<file path="src/sv/battery_gauge_smoother_core_assert.svh">
// ----------------------------------------------------------------------------
// Battery gauge smoother assertion macros
// Concurrent assertion wrappers; they compile away when SYNTH is defined.
// ----------------------------------------------------------------------------
`ifndef BATTERY_GAUGE_SMOOTHER_CORE_ASSERT_SVH
`define BATTERY_GAUGE_SMOOTHER_CORE_ASSERT_SVH
`ifndef SYNTH
// same-cycle implication
`define BGS_ASSERT_IMPL(lbl, clk, rstn, ante, cons, msg) \
    lbl: assert property (@(posedge clk) disable iff (!rstn) (ante) |-> (cons)) \
        else $error(msg);
// next-cycle implication
`define BGS_ASSERT_NEXT(lbl, clk, rstn, ante, cons, msg) \
    lbl: assert property (@(posedge clk) disable iff (!rstn) (ante) |=> (cons)) \
        else $error(msg);
`else
`define BGS_ASSERT_IMPL(lbl, clk, rstn, ante, cons, msg)
`define BGS_ASSERT_NEXT(lbl, clk, rstn, ante, cons, msg)
`endif
`endif

</file>
<file path="src/sv/bgs_pkg.sv">
// ----------------------------------------------------------------------------
// Battery gauge smoother package
// Widths, constants, register indexes and the microcode ROM of the sequencer.
// ----------------------------------------------------------------------------
`default_nettype none

package bgs_pkg;

    // field and state widths
    localparam int RAW_W      = 12;
    localparam int TDATA_IN_W = 16;
    localparam int BAT_W      = 18;
    localparam int PCT_W      = 7;
    localparam int CAVG_W     = 12;
    localparam int VACC_W     = 25;
    localparam int CACC_W     = 17;
    localparam int SCALE_W    = 16;
    localparam int MV_W       = 16;
    localparam int MUL_A_W    = 18;
    localparam int MUL_B_W    = 16;
    localparam int PROD_W     = MUL_A_W + MUL_B_W;
    localparam int MUL_RAW_W  = 24;   // raw * 3550 fits in 24 bits
    localparam int PCT_DVD_W  = 25;   // (avg - empty) * 100
    localparam int NUM_W      = 32;
    localparam int DIV_CNT_W  = 5;
    localparam int OUT_W      = 40;
    localparam int CFG_IDX_W  = 2;
    localparam int CFG_DATA_W = 18;
    localparam int STEP_W     = 5;
    localparam int RECIP_W      = 29;
    localparam int RECIP_PROD_W = NUM_W + RECIP_W;
    localparam int RECIP_SHIFT  = 38;

    localparam int VOLT_SHIFT = 7;
    localparam int CUR_SHIFT  = 5;

    localparam logic [11:0]    ADC_FULL_MV = 12'd3550;
    localparam logic [9:0]     DIV_MILLI   = 10'd1000;
    localparam logic [PCT_W-1:0] PCT_SCALE = 7'd100;
    localparam logic [PCT_W-1:0] PCT_NO_ADC = 7'd50;
    // ceil(2^38 / 1000): (x * RECIP_MILLI) >> 38 is floor(x / 1000) for any 32-bit x
    localparam logic [RECIP_W-1:0] RECIP_MILLI = 29'd274877907;

    localparam logic [BAT_W-1:0]   EMPTY_RST = 18'd21000;
    localparam logic [BAT_W-1:0]   FULL_RST  = 18'd27600;
    localparam logic [SCALE_W-1:0] SCALE_RST = 16'd11000;
    localparam logic [BAT_W-1:0]   BAT_RST   = 18'd27600;

    localparam logic [DIV_CNT_W-1:0] DIV_PCT_LAST = 5'd24;

    typedef enum logic [CFG_IDX_W-1:0] {
        REG_EMPTY_MV      = 2'd0,
        REG_FULL_MV       = 2'd1,
        REG_DIVIDER_SCALE = 2'd2
    } cfg_reg_t;

    typedef logic [STEP_W-1:0] step_t;

    // microcode addresses
    localparam step_t S_IDLE      = 5'd0;
    localparam step_t S_MUL_RAW   = 5'd1;
    localparam step_t S_MV        = 5'd2;
    localparam step_t S_MUL_SCALE = 5'd3;
    localparam step_t S_BAT_RECIP = 5'd4;
    localparam step_t S_BAT       = 5'd5;
    localparam step_t S_VAVG      = 5'd6;
    localparam step_t S_CHK_LOW   = 5'd7;
    localparam step_t S_CHK_SPAN  = 5'd8;
    localparam step_t S_MUL_PCT   = 5'd9;
    localparam step_t S_DIV_PCT   = 5'd10;
    localparam step_t S_PCT_STEP  = 5'd11;
    localparam step_t S_PCT_DIV   = 5'd12;
    localparam step_t S_PCT_ZERO  = 5'd13;
    localparam step_t S_PCT_FULL  = 5'd14;
    localparam step_t S_CUR_ADD   = 5'd15;
    localparam step_t S_CUR_AVG   = 5'd16;
    localparam step_t S_DONE      = 5'd17;

    typedef enum logic [4:0] {
        OP_NOP,
        OP_LATCH,
        OP_MUL_RAW,
        OP_MV,
        OP_MUL_SCALE,
        OP_BAT_RECIP,
        OP_DIV_STEP,
        OP_BAT,
        OP_VAVG,
        OP_MUL_PCT,
        OP_DIV_PCT,
        OP_PCT_DIV,
        OP_PCT_ZERO,
        OP_PCT_FULL,
        OP_CUR_ADD,
        OP_CUR_AVG,
        OP_OUT
    } op_t;

    typedef enum logic [2:0] {
        C_NONE,
        C_ALWAYS,
        C_IN_VALID,
        C_CURRENT,
        C_DIV_DONE,
        C_BELOW,
        C_NO_SPAN,
        C_OUT_FREE
    } cond_t;

    // hold: stay on this step while the condition is false
    typedef struct packed {
        op_t   op;
        cond_t cond;
        logic  hold;
        step_t target;
    } ctrl_t;

    function automatic ctrl_t uword(input op_t op, input cond_t cond, input logic hold,
                                    input step_t target);
        ctrl_t w;
        w.op     = op;
        w.cond   = cond;
        w.hold   = hold;
        w.target = target;
        return w;
    endfunction

    function automatic ctrl_t ucode_rom(input step_t addr);
        ctrl_t w;
        case (addr)
            S_IDLE:      w = uword(OP_LATCH,     C_IN_VALID, 1'b1, S_MUL_RAW);
            S_MUL_RAW:   w = uword(OP_MUL_RAW,   C_NONE,     1'b0, S_IDLE);
            S_MV:        w = uword(OP_MV,        C_CURRENT,  1'b0, S_CUR_ADD);
            S_MUL_SCALE: w = uword(OP_MUL_SCALE, C_NONE,     1'b0, S_IDLE);
            S_BAT_RECIP: w = uword(OP_BAT_RECIP, C_NONE,     1'b0, S_IDLE);
            S_BAT:       w = uword(OP_BAT,       C_NONE,     1'b0, S_IDLE);
            S_VAVG:      w = uword(OP_VAVG,      C_NONE,     1'b0, S_IDLE);
            S_CHK_LOW:   w = uword(OP_NOP,       C_BELOW,    1'b0, S_PCT_ZERO);
            S_CHK_SPAN:  w = uword(OP_NOP,       C_NO_SPAN,  1'b0, S_PCT_FULL);
            S_MUL_PCT:   w = uword(OP_MUL_PCT,   C_NONE,     1'b0, S_IDLE);
            S_DIV_PCT:   w = uword(OP_DIV_PCT,   C_NONE,     1'b0, S_IDLE);
            S_PCT_STEP:  w = uword(OP_DIV_STEP,  C_DIV_DONE, 1'b1, S_PCT_DIV);
            S_PCT_DIV:   w = uword(OP_PCT_DIV,   C_ALWAYS,   1'b0, S_DONE);
            S_PCT_ZERO:  w = uword(OP_PCT_ZERO,  C_ALWAYS,   1'b0, S_DONE);
            S_PCT_FULL:  w = uword(OP_PCT_FULL,  C_ALWAYS,   1'b0, S_DONE);
            S_CUR_ADD:   w = uword(OP_CUR_ADD,   C_NONE,     1'b0, S_IDLE);
            S_CUR_AVG:   w = uword(OP_CUR_AVG,   C_NONE,     1'b0, S_IDLE);
            S_DONE:      w = uword(OP_OUT,       C_OUT_FREE, 1'b1, S_IDLE);
            default:     w = uword(OP_NOP,       C_ALWAYS,   1'b0, S_IDLE);
        endcase
        return w;
    endfunction

endpackage

`default_nettype wire

</file>
<file path="src/sv/battery_gauge_smoother_core.sv">
// ----------------------------------------------------------------------------
// Battery gauge smoother core
// Converts tagged ADC samples to battery mV, charge percent and smoothed
// current, driven by a small microcoded sequencer over a shared datapath.
// ----------------------------------------------------------------------------
//  channel   dir  handshake          payload
//  s_*       in   s_tvalid/s_tready  tuser: req_type, tdata: raw_sample
//  m_*       out  m_tvalid/m_tready  tdata: battery_mv, charge_percent,
//                                    current_avg_mv
//  cfg_*     in   cfg_wr_en          cfg_index, cfg_wdata (write only)
//
//  Voltage transaction: the 25-step restoring divide for the percentage
//  dominates; it is skipped when below empty or with full <= empty, and the
//  /1000 is one reciprocal multiply. One transaction in flight; the result
//  register lets the next one enter while the result waits. A stalled
//  m_tready holds the sequencer at its last step. Reset is synchronous and
//  active low.
// ----------------------------------------------------------------------------
`default_nettype none
`include "battery_gauge_smoother_core_assert.svh"

module battery_gauge_smoother_core
    import bgs_pkg::*;
#(
    parameter int unsigned ADC_BITS = 12
) (
    input  wire logic                  aclk,
    input  wire logic                  aresetn,
    // config
    input  wire logic                  cfg_wr_en,
    input  wire logic [CFG_IDX_W-1:0]  cfg_index,
    input  wire logic [CFG_DATA_W-1:0] cfg_wdata,
    // input stream
    input  wire logic                  s_tvalid,
    output logic                       s_tready,
    input  wire logic [TDATA_IN_W-1:0] s_tdata,   // [11:0] raw_sample
    input  wire logic [0:0]            s_tuser,   // [0] req_type
    // result stream
    output logic                       m_tvalid,
    input  wire logic                  m_tready,
    output logic [OUT_W-1:0]           m_tdata    // [17:0] battery_mv,
                                                  // [24:18] charge_percent,
                                                  // [36:25] current_avg_mv
);

    // control and state
    step_t                pc_reg, pc_next;
    logic                 m_valid_reg, m_valid_next;
    logic [BAT_W-1:0]     empty_reg, empty_next;
    logic [BAT_W-1:0]     full_reg, full_next;
    logic [SCALE_W-1:0]   scale_reg, scale_next;
    logic [BAT_W-1:0]     last_bat_reg, last_bat_next;
    logic [VACC_W-1:0]    vacc_reg, vacc_next;
    logic [PCT_W-1:0]     pct_reg, pct_next;
    logic [CACC_W-1:0]    cacc_reg, cacc_next;
    logic [CAVG_W-1:0]    cavg_reg, cavg_next;

    // datapath
    logic [RAW_W-1:0]     raw_reg, raw_next;
    logic                 type_reg, type_next;
    logic [MV_W-1:0]      mv_reg, mv_next;
    logic [PROD_W-1:0]    prod_reg, prod_next;
    logic [NUM_W-1:0]     num_reg, num_next;
    logic [BAT_W-1:0]     rem_reg, rem_next;
    logic [BAT_W-1:0]     den_reg, den_next;
    logic [DIV_CNT_W-1:0] cnt_reg, cnt_next;
    logic [BAT_W-1:0]     vavg_reg, vavg_next;
    logic [OUT_W-1:0]     out_data_reg, out_data_next;

    ctrl_t                ctrl;
    logic                 cond_true;
    logic                 out_free;
    logic [MUL_A_W-1:0]   mul_a;
    logic [MUL_B_W-1:0]   mul_b;
    logic [PROD_W-1:0]    product;
    logic [RECIP_PROD_W-1:0] recip_prod;
    logic [BAT_W:0]       rem_shift;
    logic [BAT_W+1:0]     trial;
    logic                 q_bit;
    logic [BAT_W-1:0]     bat_sat;
    logic [CAVG_W-1:0]    cur_sat;
    logic [PCT_W-1:0]     pct_out;

    assign ctrl     = ucode_rom(pc_reg);
    assign out_free = !m_valid_reg || m_tready;
    assign s_tready = (pc_reg == S_IDLE);
    assign m_tvalid = m_valid_reg;
    assign m_tdata  = out_data_reg;

    // shared multiplier operand select
    always_comb begin
        case (ctrl.op)
            OP_MUL_RAW: begin
                mul_a = MUL_A_W'(raw_reg);
                mul_b = MUL_B_W'(ADC_FULL_MV);
            end
            OP_MUL_SCALE: begin
                mul_a = MUL_A_W'(mv_reg);
                mul_b = scale_reg;
            end
            OP_MUL_PCT: begin
                mul_a = vavg_reg - empty_reg;
                mul_b = MUL_B_W'(PCT_SCALE);
            end
            default: begin
                mul_a = '0;
                mul_b = '0;
            end
        endcase
        product = PROD_W'(mul_a) * PROD_W'(mul_b);
    end

    // divide by 1000 as a multiply by the scaled reciprocal
    assign recip_prod = RECIP_PROD_W'(prod_reg[NUM_W-1:0]) * RECIP_PROD_W'(RECIP_MILLI);

    // restoring divider, one quotient bit per cycle
    assign rem_shift = {rem_reg, num_reg[NUM_W-1]};
    assign trial     = {1'b0, rem_shift} - (BAT_W+2)'(den_reg);
    assign q_bit     = !trial[BAT_W+1];

    assign bat_sat = (|num_reg[NUM_W-1:BAT_W]) ? '1 : num_reg[BAT_W-1:0];
    assign cur_sat = (|mv_reg[MV_W-1:CAVG_W]) ? '1 : mv_reg[CAVG_W-1:0];
    assign pct_out = (last_bat_reg == '0) ? PCT_NO_ADC : pct_reg;

    always_comb begin
        case (ctrl.cond)
            C_NONE:     cond_true = 1'b0;
            C_ALWAYS:   cond_true = 1'b1;
            C_IN_VALID: cond_true = s_tvalid;
            C_CURRENT:  cond_true = type_reg;
            C_DIV_DONE: cond_true = (cnt_reg == '0);
            C_BELOW:    cond_true = (vavg_reg < empty_reg);
            C_NO_SPAN:  cond_true = (full_reg <= empty_reg);
            C_OUT_FREE: cond_true = out_free;
            default:    cond_true = 1'b0;
        endcase
    end

    always_comb begin
        pc_next       = cond_true ? ctrl.target
                      : (ctrl.hold ? pc_reg : step_t'(pc_reg + 1'b1));
        m_valid_next  = m_valid_reg && !m_tready;
        empty_next    = empty_reg;
        full_next     = full_reg;
        scale_next    = scale_reg;
        last_bat_next = last_bat_reg;
        vacc_next     = vacc_reg;
        pct_next      = pct_reg;
        cacc_next     = cacc_reg;
        cavg_next     = cavg_reg;
        raw_next      = raw_reg;
        type_next     = type_reg;
        mv_next       = mv_reg;
        prod_next     = prod_reg;
        num_next      = num_reg;
        rem_next      = rem_reg;
        den_next      = den_reg;
        cnt_next      = cnt_reg;
        vavg_next     = vavg_reg;
        out_data_next = out_data_reg;

        if (cfg_wr_en) begin
            case (cfg_reg_t'(cfg_index))
                REG_EMPTY_MV:      empty_next = cfg_wdata;
                REG_FULL_MV:       full_next  = cfg_wdata;
                REG_DIVIDER_SCALE: scale_next = cfg_wdata[SCALE_W-1:0];
                default: ;
            endcase
        end

        case (ctrl.op)
            OP_LATCH: begin
                if (s_tvalid) begin
                    raw_next  = s_tdata[RAW_W-1:0];
                    type_next = s_tuser[0];
                end
            end
            OP_MUL_RAW, OP_MUL_SCALE, OP_MUL_PCT: begin
                prod_next = product;
            end
            OP_MV: begin
                mv_next = MV_W'(prod_reg[MUL_RAW_W-1:0] >> ADC_BITS);
            end
            OP_BAT_RECIP: begin
                num_next = NUM_W'(recip_prod >> RECIP_SHIFT);
            end
            OP_DIV_STEP: begin
                rem_next = q_bit ? trial[BAT_W-1:0] : rem_shift[BAT_W-1:0];
                num_next = {num_reg[NUM_W-2:0], q_bit};
                cnt_next = cnt_reg - 1'b1;
            end
            OP_BAT: begin
                last_bat_next = bat_sat;
                vacc_next     = vacc_reg + VACC_W'(bat_sat);
            end
            OP_VAVG: begin
                vavg_next = BAT_W'(vacc_reg >> VOLT_SHIFT);
                vacc_next = vacc_reg - (vacc_reg >> VOLT_SHIFT);
            end
            OP_DIV_PCT: begin
                // dividend left-aligned so 25 steps leave the quotient in the low bits
                num_next = {prod_reg[PCT_DVD_W-1:0], {(NUM_W-PCT_DVD_W){1'b0}}};
                den_next = full_reg - empty_reg;
                rem_next = '0;
                cnt_next = DIV_PCT_LAST;
            end
            OP_PCT_DIV: begin
                pct_next = (num_reg[PCT_DVD_W-1:0] > PCT_DVD_W'(PCT_SCALE))
                         ? PCT_SCALE : num_reg[PCT_W-1:0];
            end
            OP_PCT_ZERO: pct_next = '0;
            OP_PCT_FULL: pct_next = PCT_SCALE;
            OP_CUR_ADD: begin
                cacc_next = cacc_reg + CACC_W'(cur_sat);
            end
            OP_CUR_AVG: begin
                cavg_next = CAVG_W'(cacc_reg >> CUR_SHIFT);
                cacc_next = cacc_reg - (cacc_reg >> CUR_SHIFT);
            end
            OP_OUT: begin
                if (out_free) begin
                    out_data_next = {{(OUT_W-CAVG_W-PCT_W-BAT_W){1'b0}},
                                     cavg_reg, pct_out, last_bat_reg};
                    m_valid_next  = 1'b1;
                end
            end
            default: ;
        endcase
    end

    always_ff @(posedge aclk) begin
        if (!aresetn) begin
            pc_reg       <= S_IDLE;
            m_valid_reg  <= 1'b0;
            empty_reg    <= EMPTY_RST;
            full_reg     <= FULL_RST;
            scale_reg    <= SCALE_RST;
            last_bat_reg <= BAT_RST;
            vacc_reg     <= '0;
            pct_reg      <= '0;
            cacc_reg     <= '0;
            cavg_reg     <= '0;
        end else begin
            pc_reg       <= pc_next;
            m_valid_reg  <= m_valid_next;
            empty_reg    <= empty_next;
            full_reg     <= full_next;
            scale_reg    <= scale_next;
            last_bat_reg <= last_bat_next;
            vacc_reg     <= vacc_next;
            pct_reg      <= pct_next;
            cacc_reg     <= cacc_next;
            cavg_reg     <= cavg_next;
        end
    end

    always_ff @(posedge aclk) begin
        raw_reg      <= raw_next;
        type_reg     <= type_next;
        mv_reg       <= mv_next;
        prod_reg     <= prod_next;
        num_reg      <= num_next;
        rem_reg      <= rem_next;
        den_reg      <= den_next;
        cnt_reg      <= cnt_next;
        vavg_reg     <= vavg_next;
        out_data_reg <= out_data_next;
    end

    // one transaction at a time
    `BGS_ASSERT_NEXT(a_single_txn, aclk, aresetn, s_tvalid && s_tready, !s_tready, "bgs: second transaction accepted")
    // the span branch must keep a zero divisor out of the divider
    `BGS_ASSERT_IMPL(a_den_nonzero, aclk, aresetn, pc_reg == S_PCT_STEP, den_reg != '0, "bgs: divide by zero")
    `BGS_ASSERT_IMPL(a_pct_range, aclk, aresetn, 1'b1, pct_reg <= PCT_SCALE, "bgs: percent above 100")
    `BGS_ASSERT_IMPL(a_no_adc_pct, aclk, aresetn, m_tvalid && m_tdata[BAT_W-1:0] == '0, m_tdata[BAT_W+PCT_W-1:BAT_W] == PCT_NO_ADC, "bgs: zero battery without 50 percent")

endmodule

`default_nettype wire
</file>
<file path="config.mk">
export PLATFORM = sky130hd
export DESIGN_NAME = battery_gauge_smoother_core
export DESIGN_NICKNAME = d
export VERILOG_FILES = /design/src/sv/bgs_pkg.sv /design/src/sv/battery_gauge_smoother_core.sv
export VERILOG_INCLUDE_DIRS = /design/src /design/src/sv
export SDC_FILE = /design/constraint.sdc
export NUM_CORES = 2
export LEC_CHECK = 0
export BUFFER_PORTS_ARGS = -buffer_cell sky130_fd_sc_hd__buf_2
export CAP_MARGIN = 10
export CORE_AREA = 3 3 358 254
export CTS_CLUSTER_DIAMETER = 80
export DETAILED_ROUTE_END_ITERATION = 8
export DIE_AREA = 0 0 361 257
export GPL_ROUTABILITY_DRIVEN = 0
export GPL_TIMING_DRIVEN = 0
export SETUP_SLACK_MARGIN = 0.4
export SYNTH_ARGS = -nofsm -noshare
export SYNTH_HDL_FRONTEND = slang
export SYNTH_SLANG_ARGS = --single-unit
</file>
<file path="constraint.sdc">
create_clock -name aclk -period 8.9 [get_ports aclk]
set_input_delay 0.89 -clock aclk [delete_from_list [all_inputs] [get_ports aclk]]
set_output_delay 0.89 -clock aclk [all_outputs]
set_load 0.005 [all_outputs]
</file>
# Yosys cells after proc, flatten, opt, wreduce, memory -nomap -nowiden
# Memory sizes are Yosys's and may differ from the RTL's. A register that Yosys moved wholly into a read port is not among the register bits.
# Cells that the tools add are included.
[classes] n_reduce_logical=22 n_shift=0 n_mux=18 multipliers=2 bitwise=0 n_addsub=9 n_eq_ne=26 div=0 n_lt_le_gt_ge=3
[ops] cell="$pmux W32 S3" n=1
[ops] cell="$mul A32 B29 Y61 const B" n=1
[ops] cell="$pmux W18 S3" n=1
[ops] cell="$pmux W25 S2" n=1
[ops] cell="$pmux W16 S3" n=1
[ops] cell="$eq A5 B4 Y1 const B" n=8
[ops] cell="$mux W18" n=2
[ops] cell="$pmux W18 S2" n=1
[ops] cell="$sub A18 B18 Y18" n=2
[ops] cell="$pmux W17 S2" n=1
[ops] cell="$mul A18 B16 Y32" n=1
[ops] cell="$add A25 B18 Y25" n=1
[ops] cell="$gt A25 B7 Y1 const B" n=1
[ops] cell="$sub A25 B18 Y25" n=1
[ops] cell="$pmux W7 S3" n=1
[ops] cell="$eq A5 B3 Y1 const B" n=4
[ops] cell="$mux W5" n=4
[ops] cell="$sub A19 B18 Y20" n=1
[ops] cell="$le A18 B18 Y1" n=1
[ops] cell="$logic_not A18 Y1" n=1
[ops] cell="$lt A18 B18 Y1" n=1
[ops] cell="$add A17 B12 Y17" n=1
[ops] cell="$sub A17 B12 Y17" n=1
[ops] cell="$reduce_or A14 Y1" n=1
[ops] cell="other kinds (25)" n=41
[totals] mem_bits_rw=0 input_bits=42 latch_bits=0 memories=1 mem_bits_ro=448 out_inout_bits=42 reg_bits=322
[mem_list] memory="(no name shown)" words=32 width=14 read_ports=1 rd_ports_with_merged_regs=1 wr=0 line_no="bgs_pkg.sv:130" rtl="case (addr)"

# Longest topological paths before layout
[logic_depth] depth_word=6 mapped_depth=35 depth_no_buf=34

# Worst setup path after synthesis
# Ideal clock, no wire load.
[synth_path] path_kind="register to register" start="register empty_reg[1]" end="register prod_reg[30], data pin" setup_time_ns=0.262 slack_ns=1.049 t_required_ns=8.638 arrival_time_ns=7.589 synth_period_minus_slack_ns=7.851 path_stages_with_launch=34 cell_sequence="dfxtp_1 > inv_1 > ha_1 > nor2b_1 > o21ai_0 > a21oi_1 > o21ai_0 > a21oi_1 > a21o_1 > a211oi_1 > nor3_1 > a21oi_1 > nor2_1 > fa_1 > inv_1 > fa_1 > fa_1 > inv_1 > fa_1 > fa_1 > inv_1 > fa_1 > inv_1 > ha_1 > a21o_1 > a21o_1 > a21o_1 > a41oi_1 > o31ai_1 > a21oi_1 > o21ai_1 > a221oi_1 > a21oi_1 > xor2_1"
[synth_via] elab_chain_cells=3
[synth_rtl] element="start, declared" line_no="battery_gauge_smoother_core.sv:49" rtl="logic [BAT_W-1:0] empty_reg, empty_next;"
[synth_rtl] element="start signal, assigned" line_no="battery_gauge_smoother_core.sv:246" rtl="empty_reg <= empty_next;"
[synth_rtl] element="$sub A18 B18 Y18" line_no="battery_gauge_smoother_core.sv:102" rtl="mul_a = vavg_reg - empty_reg;"
[synth_rtl] element="$pmux W18 S3" line_no="battery_gauge_smoother_core.sv:92" rtl="case (ctrl.op)"
[synth_rtl] element="$mul A18 B16 Y32" line_no="battery_gauge_smoother_core.sv:110" rtl="product = PROD_W'(mul_a) * PROD_W'(mul_b);"
[synth_rtl] element="via product[30]" line_no="battery_gauge_smoother_core.sv:75" rtl="logic [PROD_W-1:0] product;"
[synth_rtl] element="end signal, assigned" line_no="battery_gauge_smoother_core.sv:261" rtl="prod_reg <= prod_next;"
[synth_rtl] element="end, declared" line_no="battery_gauge_smoother_core.sv:62" rtl="logic [PROD_W-1:0] prod_reg, prod_next;"
# The timed path passes the listed nets, and every way through them passes these cells.
# A chain may end at the register's enable or synchronous reset.

# Worst setup path after layout
[layout_path] start="register empty_reg[0]" end="register prod_reg[29], data pin"
# Same word-level chain as after synthesis.

==> metrics <==
DR vias/cell=5.28; Avg Cell Area, Syn=9.66 um2; global-route wire length before repair=171000 um; vias in the first global route=29.0k; CP max stage delay=550 ps; status=finished, final reports clean; 1st-pass router iterations=5; Routed Antenna Nets=0; final worst-path cycle share=92.7%; largest cells by area after synthesis=fa_1 26%, ha_1 18%, edfxtp_1 14%; CP endpoint kind=flip-flop; area added between synthesis and finish=11.5%; Max Clock Freq=0.121 GHz; max_cap viols=0; ys flop type=edfxtp_1; H-tree depth=2; # fillers=8160; met2 wire length=43500 um; register area share after synthesis=21.2%; CP Max Fanout=6; largest net degree at the start of global routing=38; worst endpoint required time=9190 ps; Post-synth EDFFs=185; DP Wirelength=89400 um; Seq cells post-synth=335; antenna violations before repair=0; final wirelength=110000 um; worst r2r src=empty_reg[0]$_SDFFE_PN0P_; die span in y=257 um; Ant. Diodes=0; Slowest cell on crit path=fa_1; CP startpoint kind=flip-flop; min-delay src=cavg_reg[8]$_SDFFE_PN0P_; CTS root buffer=clkbuf_16; clock slew at reported path FFs=60 ps; Slew HR=11.2%; Post-DP Area=42500 um2; warnings from Yosys=0; Tmin final=8250 ps; Post-Synth Adder-Cell Area=44.2%; core footprint=87800 um2; die area=92800 um2; WL met3=9800 um; worst setup path startpoint=empty_reg[0]$_SDFFE_PN0P_; CTS Buf Count=36; worst hold path class=reg2reg; cell taking the most area after synthesis=fa_1; IO Port Bufs=75; clock skew=32.8 ps; Crit Path Category=reg2reg; detailed-route via count=29.8k; Final Hold Viols=0; RSZ-0062 raised after global routing=true; Worst-Margin Slew=1330 ps; IO Count=84; fraction of layout cells with a size suffix above 1=8.00%; Compound-Gate Fraction of Synth Area=10.5%; CTS tree=built; final design utilization=51.2%; clock buffer depth=3; Design Area, Final=44900 um2; Starting Density=45.9%; mux cell area share after synthesis=0.938%; setup_tns=0 ps; nets=5612; Metal-1 WL=54900 um; synthesized cell area=40300 um2; row count=91; max-slew violation count=0; per-cell routed wire length=19.4 um; Crit path top cell by count=fa_1; gr usage total=23.7%; final setup violation count=0; largest family of logic cells by synthesized area=adder cells; Residual DRC=0; GR Overflow Total=0; area taken by flip-flops and latches=8560 um2; Synth top area share=26.0%; Iter 0 DRT Violations=2360; Post-synth ARST share=0%; simple-gate area share of the yosys netlist=10.9%; worst skew pair latency=560 ps; CP arrival=8540 ps; top layer in use=met4; # clock sinks=335; distinct cell type count after synthesis=108; multi-input logic area=28700 um2; chip width=361 um; post-synthesis xor/xnor area fraction=3.24%; Post-Syn Instances=4169; max reg flops=37
metrics by stage:
step / instances / hold WS (ps) / worst slack, ps
detailed placement: 5491 / 425 / -569
floorplan: 4245 / 408 / 1050
global route: 5648 / 446 / 367
CTS: 5594 / 441 / 397
finish: 5648 / 440 / 648
global placement: 5482 / 414 / -510
final cells by class:
cell class,instances,share of cell area (%)
clock buffer,44,2.16
buffer,106,1.02
timing repair buffer,177,3.08
inverter,837,6.99
clock inverter,20,0.487
sequential,335,19.1
multi-input combinational,2967,64.0
tap,1162,3.24
worst max-delay path, delay by kind of cell, from the launching register on:
family	cells	cell delay, ps
AO/OA/AOI/OAI	9	2090
flip-flops	1	370
adder cells (fa/ha/maj)	9	3950
XOR/XNOR	2	300
AND/OR/NAND/NOR	6	790
buffers and inverters	5	490
Yosys cell counts (all sizes together), types with 11 or more instances:
master    n
nor4     23
a221oi   11
clkbuf   93
buf      13
a31oi    22
and2     24
a21boi   14
o211ai   14
or2      15
fa      524
o21a     17
o31ai    12
a21oi   204
xnor2    95
and3     11
a211oi   22
edfxtp  185
nand2   376
o21ai   111
nor2b    31
nor3     50
nand2b   31
a21o     73
o21bai   20
mux2i    32
nand4    12
ha      586
nand3    64
a22o     13
or3      25
inv     836
a22oi    33
nor2    253
xor2     54
dfxtp   150
worst paths after layout:
path	to	slack [ps]	depth (start not counted)
setup / recovery	prod_reg[29]$_DFFE_PP_	650	31
hold / removal	m_tdata[33]$_DFFE_PP_	440	0
setup reg to reg	prod_reg[29]$_DFFE_PP_	650	31
hold reg to reg	m_tdata[33]$_DFFE_PP_	440	0
cells in the final DEF (no fill, tap or decap), drive strengths merged, types with 23 or more instances in the layout:
master  count
xnor2      95
nand2b     31
ha        586
nand2     376
edfxtp    185
dfxtp     150
nor3       50
or3        25
a21o       73
nor2      253
conb       78
xor2       54
nor2b      31
buf       190
mux2i      32
o21ai     111
a21oi     204
nand3      64
clkbuf    137
nor4       23
a22oi      33
fa        524
inv       840
and2       24
cells by family (layout without fill, tap and decap cells):
family,count (synthesis),count (layout)
AOI/OAI and AO/OA,639,639
xor gates and xnor gates,149,149
adders and majority gates,1110,1110
buffers and inverters,943,1184
DFF,335,335
muxes,36,36
other,2,78
and+or+nand+nor,955,955
layer usage:
| metal | GRT usage (%) | vias up |
|---|---|---|
| li1 | - | 14194 |
| met1 | 37.9 | 14638 |
| met2 | 32.7 | 919 |
| met3 | 5.79 | 87 |
| met4 | 3.28 | 0 |
| met5 | 0 | - |
timing repair:
| action | 4_1_cts | 5_1_grt |
|---|---|---|
| hold buffers | 0 | 0 |
| gates resized for setup | 26 | 66 |
| setup buffers | 39 | 54 |
| endpoints found under the setup margin | 27 | 23 |
| pin swaps | 6 | 17 |
Power is left out: the tool's default activity adds up to more than one toggle a clock period on the data nets, which glitch-free logic cannot reach.
